`src/sv/grlp_pkg.sv`:
```
`default_nettype none

package grlp_pkg;

   // Special bytes of the serial protocol.
   localparam logic [7:0] BYTE_ACK   = 8'h06;
   localparam logic [7:0] BYTE_NACK  = 8'h15;
   localparam logic [7:0] BYTE_LF    = 8'h0A;
   localparam logic [7:0] BYTE_CR    = 8'h0D;
   localparam logic [7:0] BYTE_SPACE = 8'h20;
   localparam logic [7:0] BYTE_NUL   = 8'h00;
   localparam logic [7:0] BYTE_M     = 8'h4D;

   // Upper nibble shared by the ASCII digits.
   localparam logic [3:0] DIGIT_HIGH = 4'h3;
   localparam logic [3:0] DIGIT_MAX  = 4'd9;

   // Kind of a result word.
   typedef enum logic [1:0] {
      KIND_PAYLOAD = 2'd0,
      KIND_EOL     = 2'd1,
      KIND_NACK    = 2'd2
   } kind_type;

   // One result word.
   typedef struct packed {
      kind_type    kind;
      logic [7:0]  data_byte;
      logic [15:0] command_number;
      logic        unexpected_start;
      logic        last;
   } result_type;

endpackage

`default_nettype wire

```
`src/sv/grlp_if.sv`:
```
`default_nettype none

// Channel that carries received bytes.
interface grlp_req_if;
   logic       valid;
   logic       ready;
   logic [7:0] rx_byte;

   modport source (output valid, output rx_byte, input ready);
   modport sink   (input valid, input rx_byte, output ready);
endinterface

// Channel that carries parsed result words.
interface grlp_rsp_if;
   import grlp_pkg::*;
   logic        valid;
   logic        ready;
   logic [1:0]  kind;
   logic [7:0]  data_byte;
   logic [15:0] command_number;
   logic        unexpected_start;
   logic        last;

   modport source (output valid, output kind, output data_byte, output command_number,
                   output unexpected_start, output last, input ready);
   modport sink   (input valid, input kind, input data_byte, input command_number,
                   input unexpected_start, input last, output ready);
endinterface

`default_nettype wire

```
`src/sv/grlp_parse_core.sv`:
```
`default_nettype none

module grlp_parse_core
   import grlp_pkg::*;
(
   input  wire logic       clock,
   input  wire logic       reset,
   input  wire logic       step,
   input  wire logic [7:0] rx_byte,
   output logic            res_valid,
   output result_type      res
);

   logic        in_payload_ff, in_payload_in;
   logic        line_nonempty_ff, line_nonempty_in;
   logic [15:0] acc_ff, acc_in;
   logic        not_m_ff, not_m_in;

   logic        is_digit;
   logic [15:0] acc_times_ten;

   // Digit test and the next decimal accumulation, wrapping at 16 bits.
   assign is_digit      = (rx_byte[7:4] == DIGIT_HIGH) && (rx_byte[3:0] <= DIGIT_MAX);
   assign acc_times_ten = {acc_ff[12:0], 3'b000} + {acc_ff[14:0], 1'b0}
                        + {12'd0, rx_byte[3:0]};

   // Classify the byte and work out the result and the next line state.
   always_comb begin
      in_payload_in    = in_payload_ff;
      line_nonempty_in = line_nonempty_ff;
      acc_in           = acc_ff;
      not_m_in         = not_m_ff;
      res_valid        = 1'b0;
      res              = '0;
      priority if (rx_byte == BYTE_CR || rx_byte == BYTE_LF) begin
         if (line_nonempty_ff) begin
            res_valid            = 1'b1;
            res.kind             = KIND_EOL;
            res.command_number   = acc_ff;
            res.unexpected_start = not_m_ff;
            res.last             = 1'b1;
            in_payload_in        = 1'b0;
            line_nonempty_in     = 1'b0;
            acc_in               = '0;
            not_m_in             = 1'b0;
         end
      end else if (rx_byte == BYTE_ACK) begin
         res_valid = 1'b0;
      end else if (rx_byte == BYTE_NACK) begin
         res_valid = 1'b1;
         res.kind  = KIND_NACK;
      end else begin
         // A stored byte: the first one of the line decides the start flag.
         if (!line_nonempty_ff) begin
            line_nonempty_in = 1'b1;
            not_m_in         = (rx_byte != BYTE_M);
         end
         priority if (in_payload_ff) begin
            res_valid     = 1'b1;
            res.kind      = KIND_PAYLOAD;
            res.data_byte = rx_byte;
         end else if (rx_byte == BYTE_SPACE) begin
            in_payload_in = 1'b1;
         end else if (rx_byte == BYTE_NUL) begin
            in_payload_in = 1'b1;
            res_valid     = 1'b1;
            res.kind      = KIND_PAYLOAD;
            res.data_byte = rx_byte;
         end else if (is_digit) begin
            acc_in = acc_times_ten;
         end else begin
            acc_in = acc_ff;
         end
      end
   end

   // Line state registers advance once per processed byte.
   always_ff @(posedge clock) begin
      if (reset) begin
         in_payload_ff    <= 1'b0;
         line_nonempty_ff <= 1'b0;
         acc_ff           <= '0;
         not_m_ff         <= 1'b0;
      end else if (step) begin
         in_payload_ff    <= in_payload_in;
         line_nonempty_ff <= line_nonempty_in;
         acc_ff           <= acc_in;
         not_m_ff         <= not_m_in;
      end
   end

   // An empty line holds no number, no start flag and is still in its first token.
   a_empty_line_clear: assert property (@(posedge clock) disable iff (reset)
      !line_nonempty_ff |-> (acc_ff == '0) && !not_m_ff && !in_payload_ff)
      else $error("empty line carries leftover state");

   // A line end that produces a result returns the state to zero.
   a_eol_clears: assert property (@(posedge clock) disable iff (reset)
      step && res_valid && (res.kind == KIND_EOL) |=> !line_nonempty_ff && (acc_ff == '0))
      else $error("state not cleared after end of line");

   // Only an end-of-line word carries the last mark.
   a_last_only_eol: assert property (@(posedge clock) disable iff (reset)
      res_valid |-> (res.last == (res.kind == KIND_EOL)))
      else $error("last mark on a word that is not an end of line");

endmodule

`default_nettype wire

```
`src/sv/gcode_response_line_parser_unit.sv`:
```
// Channel   Direction  Modport          Contents
// req_if    in         grlp_req_if.sink   one received byte per word
// rsp_if    out        grlp_rsp_if.source payload byte, end of line or nack
//
// One byte is accepted per clock cycle while req_if.ready is high. Its result
// word passes through the input register and then the result register before
// it is presented on rsp_if. Bytes that give no result (ACK, empty line
// ends, first-token bytes) are consumed without a word. Reset is synchronous
// and clears all line state. While the result register is stalled, one more
// byte waits in the input register before req_if.ready drops.
`default_nettype none

module gcode_response_line_parser_unit
   import grlp_pkg::*;
(
   input  wire logic  clock,
   input  wire logic  reset,
   grlp_req_if.sink   req_if,
   grlp_rsp_if.source rsp_if
);

   logic       in_valid_ff, in_valid_in;
   logic [7:0] in_byte_ff;
   logic       out_valid_ff, out_valid_in;
   result_type out_res_ff;

   logic       out_free;
   logic       step;
   logic       res_valid;
   result_type res;

   // The result register can take a word when empty or being drained.
   assign out_free     = !out_valid_ff || rsp_if.ready;
   assign step         = in_valid_ff && out_free;
   assign req_if.ready = !in_valid_ff || out_free;

   grlp_parse_core u_core (
      .clock     (clock),
      .reset     (reset),
      .step      (step),
      .rx_byte   (in_byte_ff),
      .res_valid (res_valid),
      .res       (res)
   );

   // Valid bits of the two registers.
   always_comb begin
      if (req_if.valid && req_if.ready) begin
         in_valid_in = 1'b1;
      end else if (step) begin
         in_valid_in = 1'b0;
      end else begin
         in_valid_in = in_valid_ff;
      end
      if (step && res_valid) begin
         out_valid_in = 1'b1;
      end else if (rsp_if.ready) begin
         out_valid_in = 1'b0;
      end else begin
         out_valid_in = out_valid_ff;
      end
   end

   always_ff @(posedge clock) begin
      if (reset) begin
         in_valid_ff  <= 1'b0;
         out_valid_ff <= 1'b0;
      end else begin
         in_valid_ff  <= in_valid_in;
         out_valid_ff <= out_valid_in;
      end
   end

   // Payload registers.
   always_ff @(posedge clock) begin
      if (req_if.valid && req_if.ready) begin
         in_byte_ff <= req_if.rx_byte;
      end
      if (step && res_valid) begin
         out_res_ff <= res;
      end
   end

   assign rsp_if.valid            = out_valid_ff;
   assign rsp_if.kind             = out_res_ff.kind;
   assign rsp_if.data_byte        = out_res_ff.data_byte;
   assign rsp_if.command_number   = out_res_ff.command_number;
   assign rsp_if.unexpected_start = out_res_ff.unexpected_start;
   assign rsp_if.last             = out_res_ff.last;

   // The input side stalls only when a byte is held.
   a_ready_low_held: assert property (@(posedge clock) disable iff (reset)
      !req_if.ready |-> in_valid_ff)
      else $error("input stalled with empty input register");

   // A held byte waits only behind a full, stalled result register.
   a_hold_reason: assert property (@(posedge clock) disable iff (reset)
      in_valid_ff && !step |-> out_valid_ff && !rsp_if.ready)
      else $error("byte held without a stalled result");

   // A produced word is always presented in the next cycle.
   a_word_shown: assert property (@(posedge clock) disable iff (reset)
      step && res_valid |=> rsp_if.valid)
      else $error("produced word not presented");

endmodule

`default_nettype wire

```
`src/flat_wrapper.sv`:
```
// flat-port wrapper written by rule: the top's interface ports become plain ports
module gcode_response_line_parser_unit_flat import grlp_pkg::*;
  (clock, reset, req_if_valid, req_if_rx_byte, req_if_ready, rsp_if_valid, rsp_if_kind, rsp_if_data_byte, rsp_if_command_number, rsp_if_unexpected_start, rsp_if_last, rsp_if_ready);
  grlp_req_if req_if_i ();
  grlp_rsp_if rsp_if_i ();
  input  wire logic clock;
  input  wire logic reset;
  input wire logic [$bits(req_if_i.valid)-1:0] req_if_valid;
  input wire logic [$bits(req_if_i.rx_byte)-1:0] req_if_rx_byte;
  output wire logic [$bits(req_if_i.ready)-1:0] req_if_ready;
  output wire logic [$bits(rsp_if_i.valid)-1:0] rsp_if_valid;
  output wire logic [$bits(rsp_if_i.kind)-1:0] rsp_if_kind;
  output wire logic [$bits(rsp_if_i.data_byte)-1:0] rsp_if_data_byte;
  output wire logic [$bits(rsp_if_i.command_number)-1:0] rsp_if_command_number;
  output wire logic [$bits(rsp_if_i.unexpected_start)-1:0] rsp_if_unexpected_start;
  output wire logic [$bits(rsp_if_i.last)-1:0] rsp_if_last;
  input wire logic [$bits(rsp_if_i.ready)-1:0] rsp_if_ready;
  assign req_if_i.valid = req_if_valid;
  assign req_if_i.rx_byte = req_if_rx_byte;
  assign req_if_ready = req_if_i.ready;
  assign rsp_if_valid = rsp_if_i.valid;
  assign rsp_if_kind = rsp_if_i.kind;
  assign rsp_if_data_byte = rsp_if_i.data_byte;
  assign rsp_if_command_number = rsp_if_i.command_number;
  assign rsp_if_unexpected_start = rsp_if_i.unexpected_start;
  assign rsp_if_last = rsp_if_i.last;
  assign rsp_if_i.ready = rsp_if_ready;
  gcode_response_line_parser_unit u_core (.clock(clock), .reset(reset), .req_if(req_if_i), .rsp_if(rsp_if_i));
endmodule
```
`config.mk`:
```
export PLATFORM = sky130hd
export DESIGN_NAME = gcode_response_line_parser_unit_flat
export DESIGN_NICKNAME = d
export VERILOG_FILES = /design/src/sv/grlp_pkg.sv /design/src/sv/grlp_if.sv /design/src/sv/grlp_parse_core.sv /design/src/sv/gcode_response_line_parser_unit.sv /design/src/flat_wrapper.sv
export SDC_FILE = /design/constraint.sdc
export NUM_CORES = 1
export LEC_CHECK = 0
export ABC_AREA = 1
export BUFFER_PORTS_ARGS = -buffer_cell sky130_fd_sc_hd__buf_2
export CELL_PAD_IN_SITES_DETAIL_PLACEMENT = 2
export CELL_PAD_IN_SITES_GLOBAL_PLACEMENT = 2
export CORE_MARGIN = 8
export CORE_UTILIZATION = 34
export CTS_CLUSTER_DIAMETER = 50
export CTS_CLUSTER_SIZE = 16
export DETAILED_ROUTE_END_ITERATION = 7
export PLACE_DENSITY_LB_ADDON = 0.1
export SYNTH_ARGS = -nofsm -noshare
export SYNTH_HDL_FRONTEND = slang
export SYNTH_SLANG_ARGS = --single-unit
```
`constraint.sdc`:
```
create_clock -name clock -period 3 [get_ports clock]
set_clock_uncertainty 0.2 [all_clocks]
set_input_delay 0.6 -clock clock [delete_from_list [all_inputs] [get_ports clock]]
set_output_delay 0.6 -clock clock [all_outputs]
set_load 0.01 [all_outputs]
```
==> results of run 1 <==
==> worst min path at each step <==
stage | start | to | slack [ns]
final | req_if_rx_byte[1] | u_core.in_byte_ff[1]$_DFFE_PP_ | 0.26
after global routing | req_if_rx_byte[0] | u_core.in_byte_ff[0]$_DFFE_PP_ | 0.24
after CTS | req_if_rx_byte[0] | u_core.in_byte_ff[0]$_DFFE_PP_ | 0.25
after detailed placement | u_core.u_core.not_m_ff$_SDFFE_PP0P_ | u_core.u_core.not_m_ff$_SDFFE_PP0P_ | 0.28
after global placement | u_core.u_core.not_m_ff$_SDFFE_PP0P_ | u_core.u_core.not_m_ff$_SDFFE_PP0P_ | 0.27
after floorplan | u_core.u_core.not_m_ff$_SDFFE_PP0P_ | u_core.u_core.not_m_ff$_SDFFE_PP0P_ | 0.25
==> layer usage <==
layer  up-vias  share of wire  GRT usage
li1       1389              -          -
met1      1343           0.45      0.186
met2        32           0.51      0.291
met3         6          0.035     0.0316
met4         0         0.0068     0.0319
met5         -              0          0
==> final cells by class <==
type | count | area (um^2) | area share
Inverter | 70 | 263 | 0.0707
Tap cell | 133 | 166 | 0.0448
Sequential cell | 56 | 1470 | 0.396
Clock buffer | 6 | 72.6 | 0.0195
Multi-Input combinational cell | 275 | 1490 | 0.400
Clock inverter | 2 | 16.3 | 0.00437
Timing Repair Buffer | 44 | 240 | 0.0646
==> stage by stage <==
stage	hold slack [ns]	util	worst slack [ns]	instances	total power, W
after floorplan	0.250	-	0.561	410	0.000896
after global placement	0.269	0.380	0.443	578	0.000921
after detailed placement	0.280	0.380	0.345	578	0.000924
after CTS	0.247	0.389	0.316	586	0.00134
after global routing	0.237	0.389	0.159	586	0.00138
final	0.260	0.389	0.342	586	0.00132
==> sequential cells by signal, summed over array words and instances (netlist names) <==
name	cells
u_core.rsp_if.command_number	16
u_core.u_core.acc_ff	16
u_core.in_byte_ff	8
u_core.rsp_if.data_byte	8
u_core.rsp_if.kind	2
u_core.in_valid_ff	1
u_core.rsp_if.unexpected_start	1
u_core.rsp_if.valid	1
u_core.u_core.in_payload_ff	1
u_core.u_core.line_nonempty_ff	1
u_core.u_core.not_m_ff	1
==> critical path: cells and delay by family, from the launching register on <==
kind                       cells  cell delay [ns]
xor gates and xnor gates       1             0.14
adders and majority gates      2             0.96
AOI/OAI and AO/OA              2             0.34
buffers and inverters          2             0.15
DFF                            1             0.43
and+or+nand+nor                3             0.38
==> report_power, final <==
part	switching, W	total [W]	internal (W)
combinational	0.0000476	0.0000690	0.0000214
clock	0.000248	0.000415	0.000167
sequential	0.0000123	0.000837	0.000824
total	0.000308	0.00132	0.00101
==> synthesized netlist by cell type (all sizes together) <==
| library cell | number |
|---|---|
| nand4 | 6 |
| o21ai | 5 |
| nor3 | 1 |
| xnor2 | 3 |
| a21oi | 26 |
| buf | 5 |
| nand2 | 101 |
| a21o | 1 |
| clkbuf | 4 |
| inv | 70 |
| nor2 | 58 |
| and2 | 1 |
| ha | 26 |
| o21bai | 1 |
| xor2 | 4 |
| or2 | 1 |
| dfxtp | 21 |
| nor4 | 1 |
| fa | 2 |
| nand3 | 38 |
| edfxtp | 35 |
==> cell families (layout without fill, tap and decap cells) <==
logic type | after synthesis | after routing
buf+inv | 79 | 122
fa+ha+maj | 28 | 28
simple gates | 207 | 207
compound gates | 33 | 33
flops | 56 | 56
xor+xnor | 7 | 7
==> flow_summary_export.csv, run 1 <==
group,metric,value,unit
timing,fin_setup_tns,0,ns
worst_setup_path,r2r_slack,0.34,ns
cells_and_area,fillers,1142,
cts,postCtsSetupBuffers,0,
timing,rsz0062_at_grt,"no",
synth,synthMuxAreaShare,0,
cells_and_area,final_area,3720,um^2
drt,via_per_inst,4.73,
placed_design,placed_area,3630,um^2
floorplan,row_count,36,
floorplan,ios,42,
timing,fmax,376,MHz
synth,synth_cell_types,28,
synth,synth_compound_area_frac,0.0519,
placed_design,gp_congestion,0.851,
drt,first_iter_violations,64,
placed_design,port_buffers,41,
cells_and_area,syn2layout_area_growth,13.4,%
synth,ys_seq_area_frac,0.449,
worst_setup_path,cpMaxStageDelayCell,"fa_1",
worst_setup_path,arrival,2.70,ns
drt,firstDrtPassIters,4,
synth,synth_top_family_by_area,"simple AND/OR/NAND/NOR gates",
grt,grt_pass1_vias,3182,
drt,wl_per_cell,16.8,um
cts,cts_tree,"yes",
cts,path_clk_slew,0.10,ns
grt,grt_max_degree,28,
drt,drt_wl_total,9820,um
worst_setup_path,slowest_delay,0.48,ns
cts,h-tree-depth,2,
timing,relSlewSlack,0.682,
worst_setup_path,startpoint,"u_core.in_byte_ff[3]$_DFFE_PP_",
drt,via_count,2770,
synth,synthSimpleGateAreaFrac,0.272,
cells_and_area,final_common_cell,"nand2_1",
grt,grt_pass1_wl,16200,um
outcome,status,"completed",
synth,yosys_warnings,0,
floorplan,die-area,13000,um^2
synth,synth_cells,410,
cts,cts_resized,0,
cts,clockRootBuffer,"clkbuf_8",
synth,synth_fa_ha_area_frac,0.111,
cts,cts_hold_buf,0,
worst_setup_path,worstSetupEndpoint,"u_core.u_core.acc_ff[8]$_SDFFE_PP0P_",
drt,drc,0,
cells_and_area,mostFrequentLayoutCells,"98 x nand2_1, 67 x inv_1, 54 x nor2_1",
grt,antenna_found_initial,0,
floorplan,die_x,114,um
timing,hold_violations,0,
synth,syn-num-nets,450,
power,ir_drop,200,uV
cts,clockBufferDepth,2,
synth,synthesis.area,3280,um^2
worst_setup_path,r2r_start,"u_core.in_byte_ff[3]$_DFFE_PP_",
worst_setup_path,required,3.04,ns
flow_run,max-cap-violations,0,
floorplan,die-height,114,um
drt,ant_nets,0,
synth,yosysTopAreaCell,"edfxtp_1",
worst_setup_path,critPathLaunchType,"flop",
cells_and_area,drive_above_1_share,0.139,
timing,finalCriticalPeriod,2.66,ns
worst_setup_path,r2r-end,"u_core.u_core.acc_ff[8]$_SDFFE_PP0P_",
worst_setup_path,cpMostUsedCell,"nand3_1",
cells_and_area,num_antenna_cells,0,
worst_setup_path,path_class,"reg2reg",
cts,clk_latency,0.31,ns
power,p_per_area,355,nW/um^2
worst_setup_path,worst_setup_path_end_kind,"flop",
floorplan,start_util,0.343,
timing,period_share,0.886,
floorplan,core,9550,um^2
worst_setup_path,cp_cell_sequence,"inv_2 > fa_1 > inv_1 > fa_1 > nand3_1 > nand3_1 > a21oi_1 > xnor2_1 > nand3_1 > a21oi_1",
synth,synth_xor_area_frac,0.0187,
hold_path,holdPathStages,1,
grt,track_usage,0.159,
synth,synth_seq_cells,56,
timing,final_max_slew_viol_count,0,
cells_and_area,final_nets,492,
synth,synthTopCellsByArea,"edfxtp_1 32%, dfxtp_1 13%, nand2_1 11%, ha_1 9.9%, inv_1 7.7%",
power,total_leakage_power,1.75,nW
timing,setup_viol,0,
worst_setup_path,worst-r2r-cell-count,10,
synth,yosys.area.top_type_share,0.321,
synth,avgSynthCellArea,8.00,um^2
timing,worst_pin_slew,0.477,ns
worst_setup_path,cp_max_fo,4,
cts,cts-buffers-inserted,5,
grt,overflow,0,
hold_path,hold_path_class,"in2reg",
placed_design,post-dp-hpwl,7970,um
cts,cts_sinks,56,
Power figures use the tool's default switching activity.
==> run 2, diff against run 1 <==
--- a/config.mk
+++ b/config.mk
@@ -14,6 +14,7 @@
 export CTS_CLUSTER_DIAMETER = 50
 export CTS_CLUSTER_SIZE = 16
 export DETAILED_ROUTE_END_ITERATION = 7
+export HOLD_SLACK_MARGIN = 0.05
 export PLACE_DENSITY_LB_ADDON = 0.1
 export SYNTH_ARGS = -nofsm -noshare
 export SYNTH_HDL_FRONTEND = slang
==> constraint.sdc (replaced) <==
create_clock -name clock -period 2.45 [get_ports clock]
set_clock_uncertainty 0.2 [all_clocks]
set_input_delay 0.49 -clock clock [delete_from_list [all_inputs] [get_ports clock]]
set_output_delay 0.49 -clock clock [all_outputs]
set_load 0.01 [all_outputs]
==> run 2 against run 1 <==
  * Clock-buffer cell count unchanged
  * Register-to-register slack got worse by 0.30 ns
  * Routed wire length increased by 5.4%
  * Hold slack got worse by 0.11 ns
  * Via count increased by 5.2%
  * Combinational power increased by 55%
  * Critical path depth increased by 5
  * Die area unchanged
  * Maximum frequency increased by 10%
  * Final cell count increased by 2.7%
  * Non-clock buffer count increased by 16
==> flow_summary_export.csv, run 2 (same netlist as run 1, synthesis figures left out) <==
group,metric,value,unit
cells_and_area,final_nets,508,
worst_setup_path,arrival,2.40,ns
timing,worst_pin_slew,0.532,ns
timing,period_share,0.985,
cells_and_area,fillers,1118,
hold_path,hold_path_class,"in2reg",
cts,h-tree-depth,2,
cells_and_area,final_common_cell,"nand2_1",
cells_and_area,syn2layout_area_growth,22.1,%
power,sequentialPowerShare,0.620,
drt,drt-met1-wl,4610,um
grt,antenna_found_initial,0,
drt,via_count,2913,
cells_and_area,multi_input_area,1620,um^2
worst_setup_path,crit_cells,15,
drt,wl_per_cell,17.2,um
timing,layout_setup_ws,0.0377,ns
cells_and_area,mostFrequentLayoutCells,"90 x nand2_1, 64 x inv_1, 51 x nor2_1",
timing,fmax,415,MHz
worst_setup_path,r2r_slack,0.04,ns
worst_setup_path,cp_cell_sequence,"inv_2 > fa_1 > inv_2 > ha_4 > nand2_2 > nor2_4 > nand2_2 > nand3_4 > nand2_4 > nand2_2 > nand2_1 > nand2_1 > nor2_1 > nor2_1 > nor2_1",
worst_setup_path,worst_setup_path_end_kind,"flop",
grt,grt_max_degree,22,
placed_design,pre_cts_ws,-0.113,ns
cts,cts-buffers-inserted,5,
grt,grt_pass1_vias,3252,
hold_path,holdPathStages,1,
cells_and_area,fin_cells,602,
grt,grt_pass1_wl,16700,um
floorplan,die-area,13000,um^2
drt,drt_wl_total,10400,um
cts,cts_tree,"yes",
power,p_clk_frac,0.315,
timing,setup_viol,0,
drt,wl_met3,300,um
timing,fin_setup_tns,0,ns
drt,first_iter_violations,80,
cts,cts_sinks,56,
grt,track_usage,0.162,
drt,via_per_inst,4.84,
floorplan,start_util,0.343,
timing,hold_violations,0,
floorplan,core,9550,um^2
timing,relSlewSlack,0.645,
floorplan,row_count,36,
power,comb_power_share,0.065,
power,p_switching,0.000401,W
cells_and_area,final_area,4000,um^2
worst_setup_path,cp_max_fo,2,
cts,postCtsSetupBuffers,0,
cts,clockRootBuffer,"clkbuf_8",
placed_design,placed_area,3750,um^2
hold_path,worstHoldStart,"req_if_rx_byte[0]",
drt,met2_length,5410,um
power,ir_drop,223,uV
floorplan,die-height,114,um
placed_design,port_buffers,41,
cells_and_area,seqCellArea,1480,um^2
flow_run,max-cap-violations,0,
placed_design,post-dp-hpwl,8070,um
outcome,status,"completed",
drt,ant_nets,0,
worst_setup_path,path_class,"reg2reg",
placed_design,dp_cells,593,
cts,clk_latency,0.31,ns
placed_design,gp_congestion,0.818,
power,switching_share,0.244,
worst_setup_path,worst-r2r-cell-count,15,
worst_setup_path,r2r-end,"u_core.u_core.acc_ff[15]$_SDFFE_PP0P_",
timing,final_max_slew_viol_count,0,
worst_setup_path,slowest_delay,0.55,ns
worst_setup_path,cp_num_buf_inv,2,
floorplan,die_x,114,um
worst_setup_path,critPathLaunchType,"flop",
drt,firstDrtPassIters,4,
timing,finalCriticalPeriod,2.41,ns
hold_path,whs_endpoint,"u_core.in_byte_ff[0]$_DFFE_PP_",
cells_and_area,num_antenna_cells,0,
timing,holdWs,0.148,ns
cells_and_area,drive_above_1_share,0.235,
worst_setup_path,r2r_start,"u_core.in_byte_ff[3]$_DFFE_PP_",
grt,overflow,0,
worst_setup_path,cpMaxStageDelayCell,"fa_1",
power,total_leakage_power,1.87,nW
worst_setup_path,path_delay_family,"adder cells",
power,intPower,0.00125,W
power,p_per_area,412,nW/um^2
cts,clockBufferDepth,2,
cts,path_clk_slew,0.10,ns
drt,top_layer,"met4",
timing,rsz0062_at_grt,"yes",
drt,drc,0,
worst_setup_path,required,2.44,ns
floorplan,ios,42,
## run 2: cell count changes in the layout (fill, tap and decap cells not counted), sizes merged
cell | before | now
buf | 44 | 59
clkbuf | 6 | 7
## run 2: layout make-up
type,instances,area share
Tap cell,133,0.0416
Clock buffer,6,0.0181
Sequential cell,56,0.369
Clock inverter,2,0.00281
Inverter,70,0.0663
Timing Repair Buffer,60,0.0976
Multi-Input combinational cell,275,0.405
## run 2: timing repair
action | in CTS | in global routing
gates cloned | 0 | 1
hold buffers | 0 | 0
setup endpoints to repair | 5 | 37
pin swaps | 1 | 9
resized for setup | 10 | 28
## run 2: worst max-delay path by stage
stage / startpoint / endpoint
floorplan: u_core.in_byte_ff[5]$_DFFE_PP_ / u_core.rsp_if.command_number[0]$_SDFFCE_PN0P_
global placement: u_core.u_core.acc_ff[0]$_SDFFE_PP0P_ / u_core.u_core.acc_ff[10]$_SDFFE_PP0P_
detailed placement: u_core.u_core.acc_ff[0]$_SDFFE_PP0P_ / u_core.u_core.acc_ff[10]$_SDFFE_PP0P_
CTS: u_core.u_core.acc_ff[8]$_SDFFE_PP0P_ / u_core.u_core.acc_ff[15]$_SDFFE_PP0P_
global route: u_core.in_byte_ff[3]$_DFFE_PP_ / u_core.u_core.acc_ff[8]$_SDFFE_PP0P_
finish: u_core.in_byte_ff[3]$_DFFE_PP_ / u_core.u_core.acc_ff[15]$_SDFFE_PP0P_
## run 2: through the flow
| stage | total power, W | utilization |
|---|---|---|
| after detailed placement | 0.00114 | 0.393 |
| final | 0.00165 | 0.419 |
| after global routing | 0.00171 | 0.419 |
| after global placement | 0.00114 | 0.393 |
| after CTS | 0.00165 | 0.406 |
| after floorplan | 0.00110 | - |
## run 2: layer usage
layer | GRT usage | up-vias
met2 | 0.303 | 40
li1 | - | 1423
met3 | 0.0295 | 4
met5 | 0 | -
met1 | 0.190 | 1446
met4 | 0.0213 | 0
## run 2: power groups by stage
stage / Clock, W / Combinational [W] / Sequential (W)
6_report: 0.000519 / 0.000107 / 0.00102
5_1_grt: 0.000569 / 0.000119 / 0.00103
4_1_cts: 0.000531 / 0.000100 / 0.00102
3_5_place_dp: 0 / 0.0000986 / 0.00104
3_3_place_gp: 0 / 0.0000928 / 0.00104
2_1_floorplan: 0 / 0.0000557 / 0.00104
==> run 3, diff against run 2 <==
--- a/config.mk
+++ b/config.mk
@@ -9,11 +9,12 @@
 export BUFFER_PORTS_ARGS = -buffer_cell sky130_fd_sc_hd__buf_2
 export CELL_PAD_IN_SITES_DETAIL_PLACEMENT = 2
 export CELL_PAD_IN_SITES_GLOBAL_PLACEMENT = 2
-export CORE_MARGIN = 8
+export CORE_MARGIN = 3
 export CORE_UTILIZATION = 34
 export CTS_CLUSTER_DIAMETER = 50
 export CTS_CLUSTER_SIZE = 16
 export DETAILED_ROUTE_END_ITERATION = 7
+export GPL_ROUTABILITY_DRIVEN = 1
 export HOLD_SLACK_MARGIN = 0.05
 export PLACE_DENSITY_LB_ADDON = 0.1
 export SYNTH_ARGS = -nofsm -noshare
==> run 3 against run 2 <==
  * Sequential power barely moved
  * Clock-buffer cell count fell by 1
  * Non-clock buffer count is 2 lower
  * Via count barely moved
  * Final cell count down 1.0%
  * Die area is 17% lower
  * First-iteration DRC count down 11%
  * Combinational power about the same
  * Hold slack hardly changed
  * Global-route usage is 2.7 points higher
  * Flip-flop and latch count stayed put
  * Critical path type unchanged
  * Largest power group unchanged
  * Highest routed layer unchanged
==> flow_summary_export.csv, run 3 (same netlist as run 1, synthesis figures left out) <==
group,metric,value,unit
timing,layout_setup_ws,0.0296,ns
grt,antenna_found_initial,0,
drt,via_count,2911,
worst_setup_path,critPathLaunchType,"flop",
cts,cts_sinks,56,
timing,rsz0062_at_grt,"yes",
drt,ant_nets,0,
placed_design,dp_cells,586,
drt,drt_wl_total,10000,um
timing,worst_pin_slew,0.530,ns
cells_and_area,final_area,4020,um^2
timing,finalCriticalPeriod,2.42,ns
cells_and_area,fin_cells,596,
worst_setup_path,cpMaxStageDelayCell,"fa_1",
worst_setup_path,cp_max_fo,4,
worst_setup_path,worst_setup_path_end_kind,"flop",
cells_and_area,seqCellArea,1480,um^2
floorplan,die-height,104,um
floorplan,die-area,10900,um^2
cells_and_area,final_common_cell,"nand2_1",
timing,fmax,413,MHz
power,p_per_area,412,nW/um^2
cells_and_area,drive_above_1_share,0.259,
timing,period_share,0.988,
drt,drc,0,
timing,setup_viol,0,
floorplan,ios,42,
cts,clockBufferDepth,2,
timing,relSlewSlack,0.647,
cts,path_clk_slew,0.11,ns
floorplan,start_util,0.353,
worst_setup_path,required,2.48,ns
power,total_leakage_power,1.87,nW
cts,cts_tree,"yes",
drt,first_iter_violations,71,
placed_design,port_buffers,41,
power,total_power,0.00166,W
placed_design,post-dp-hpwl,7700,um
hold_path,hold_path_class,"in2reg",
cells_and_area,multi_input_area,1660,um^2
worst_setup_path,cp_cell_sequence,"inv_2 > fa_1 > inv_2 > fa_2 > nand3_2 > nand3_4 > a21oi_2 > xnor2_1 > nand3_1 > a21oi_2",
grt,grt_pass1_wl,16600,um
grt,use_met3,0.0267,
floorplan,die_x,104,um
cells_and_area,syn2layout_area_growth,22.6,%
cts,clk_latency,0.31,ns
cts,clockRootBuffer,"clkbuf_8",
grt,grt.busiest_layer,"met2",
grt,overflow,0,
placed_design,pre_cts_ws,-0.131,ns
cells_and_area,mostFrequentLayoutCells,"91 x nand2_1, 64 x inv_1, 49 x nor2_1",
cells_and_area,final_nets,506,
placed_design,gp_congestion,0.782,
floorplan,row_count,35,
power,ir_drop,214,uV
cells_and_area,fillers,1090,
cts,cts-buffers-inserted,5,
timing,hold_violations,0,
timing,final_max_slew_viol_count,0,
worst_setup_path,path_delay_family,"adder cells",
worst_setup_path,cp_num_buf_inv,2,
hold_path,holdPathStages,1,
grt,met2_usage,0.332,
worst_setup_path,arrival,2.45,ns
grt,use_met1,0.254,
worst_setup_path,slowest_delay,0.54,ns
floorplan,core,9280,um^2
flow_run,max-cap-violations,0,
outcome,status,"completed",
cts,h-tree-depth,2,
worst_setup_path,path_class,"reg2reg",
placed_design,placed_area,3710,um^2
cells_and_area,num_antenna_cells,0,
drt,wl_per_cell,16.9,um
grt,grt_max_degree,28,
grt,grt_pass1_vias,3234,
worst_setup_path,crit_cells,10,
drt,firstDrtPassIters,4,
drt,via_per_inst,4.88,
worst_setup_path,worst-r2r-cell-count,10,
grt,track_usage,0.189,
run 3: changes by cell type in the layout (fill, tap and decap cells not counted), sizes merged:
cell and delta:
buf -2, clkbuf -1, clkinv +1, clkinvlp -1, inv +1
run 3: layer usage:
| metal | share of wire | vias to the layer above |
|---|---|---|
| met5 | 0 | - |
| li1 | - | 1420 |
| met4 | 0.0047 | 0 |
| met3 | 0.018 | 4 |
| met2 | 0.51 | 36 |
| met1 | 0.47 | 1451 |
run 3: power by group:
part	total [W]	internal, W	switching [W]
clock network	0.000529	0.000206	0.000323
logic	0.000105	0.0000370	0.0000679
registers	0.00102	0.00101	0.0000138
total	0.00166	0.00125	0.000405
run 3: final timing paths:
path	from	slack, ns	endpoint
setup reg to reg	u_core.u_core.acc_ff[0]$_SDFFE_PP0P_	0.03	u_core.u_core.acc_ff[8]$_SDFFE_PP0P_
hold reg to reg	u_core.u_core.acc_ff[13]$_SDFFE_PP0P_	0.31	u_core.u_core.acc_ff[13]$_SDFFE_PP0P_
setup / recovery	u_core.u_core.acc_ff[0]$_SDFFE_PP0P_	0.03	u_core.u_core.acc_ff[8]$_SDFFE_PP0P_
hold / removal	req_if_rx_byte[4]	0.15	u_core.in_byte_ff[4]$_DFFE_PP_
run 3: final cells by class:
cell class | instances | share of cell area
flip-flops and latches | 56 | 0.369
repair buffers | 58 | 0.0903
clock buffers | 5 | 0.0171
well taps | 129 | 0.0402
clock inverters | 3 | 0.00561
inverters | 70 | 0.0654
multi-input cells | 275 | 0.412
run 3: stage by stage:
stage,utilization,hold slack (ns),TNS [ns]
global route,0.433,0.126,-0.296
floorplan,-,0.250,0
CTS,0.413,0.134,0
finish,0.433,0.148,0
detailed placement,0.400,0.293,-0.332
global placement,0.400,0.267,-0.00334
run 3: repair_timing:
action,4_1_cts,5_1_grt
resized for setup,7,43
hold endpoints to repair,0,0
endpoints found under the setup margin,4,38
hold buffers,0,0
cloned,0,1
setup buffers,1,0
pin swaps,1,5
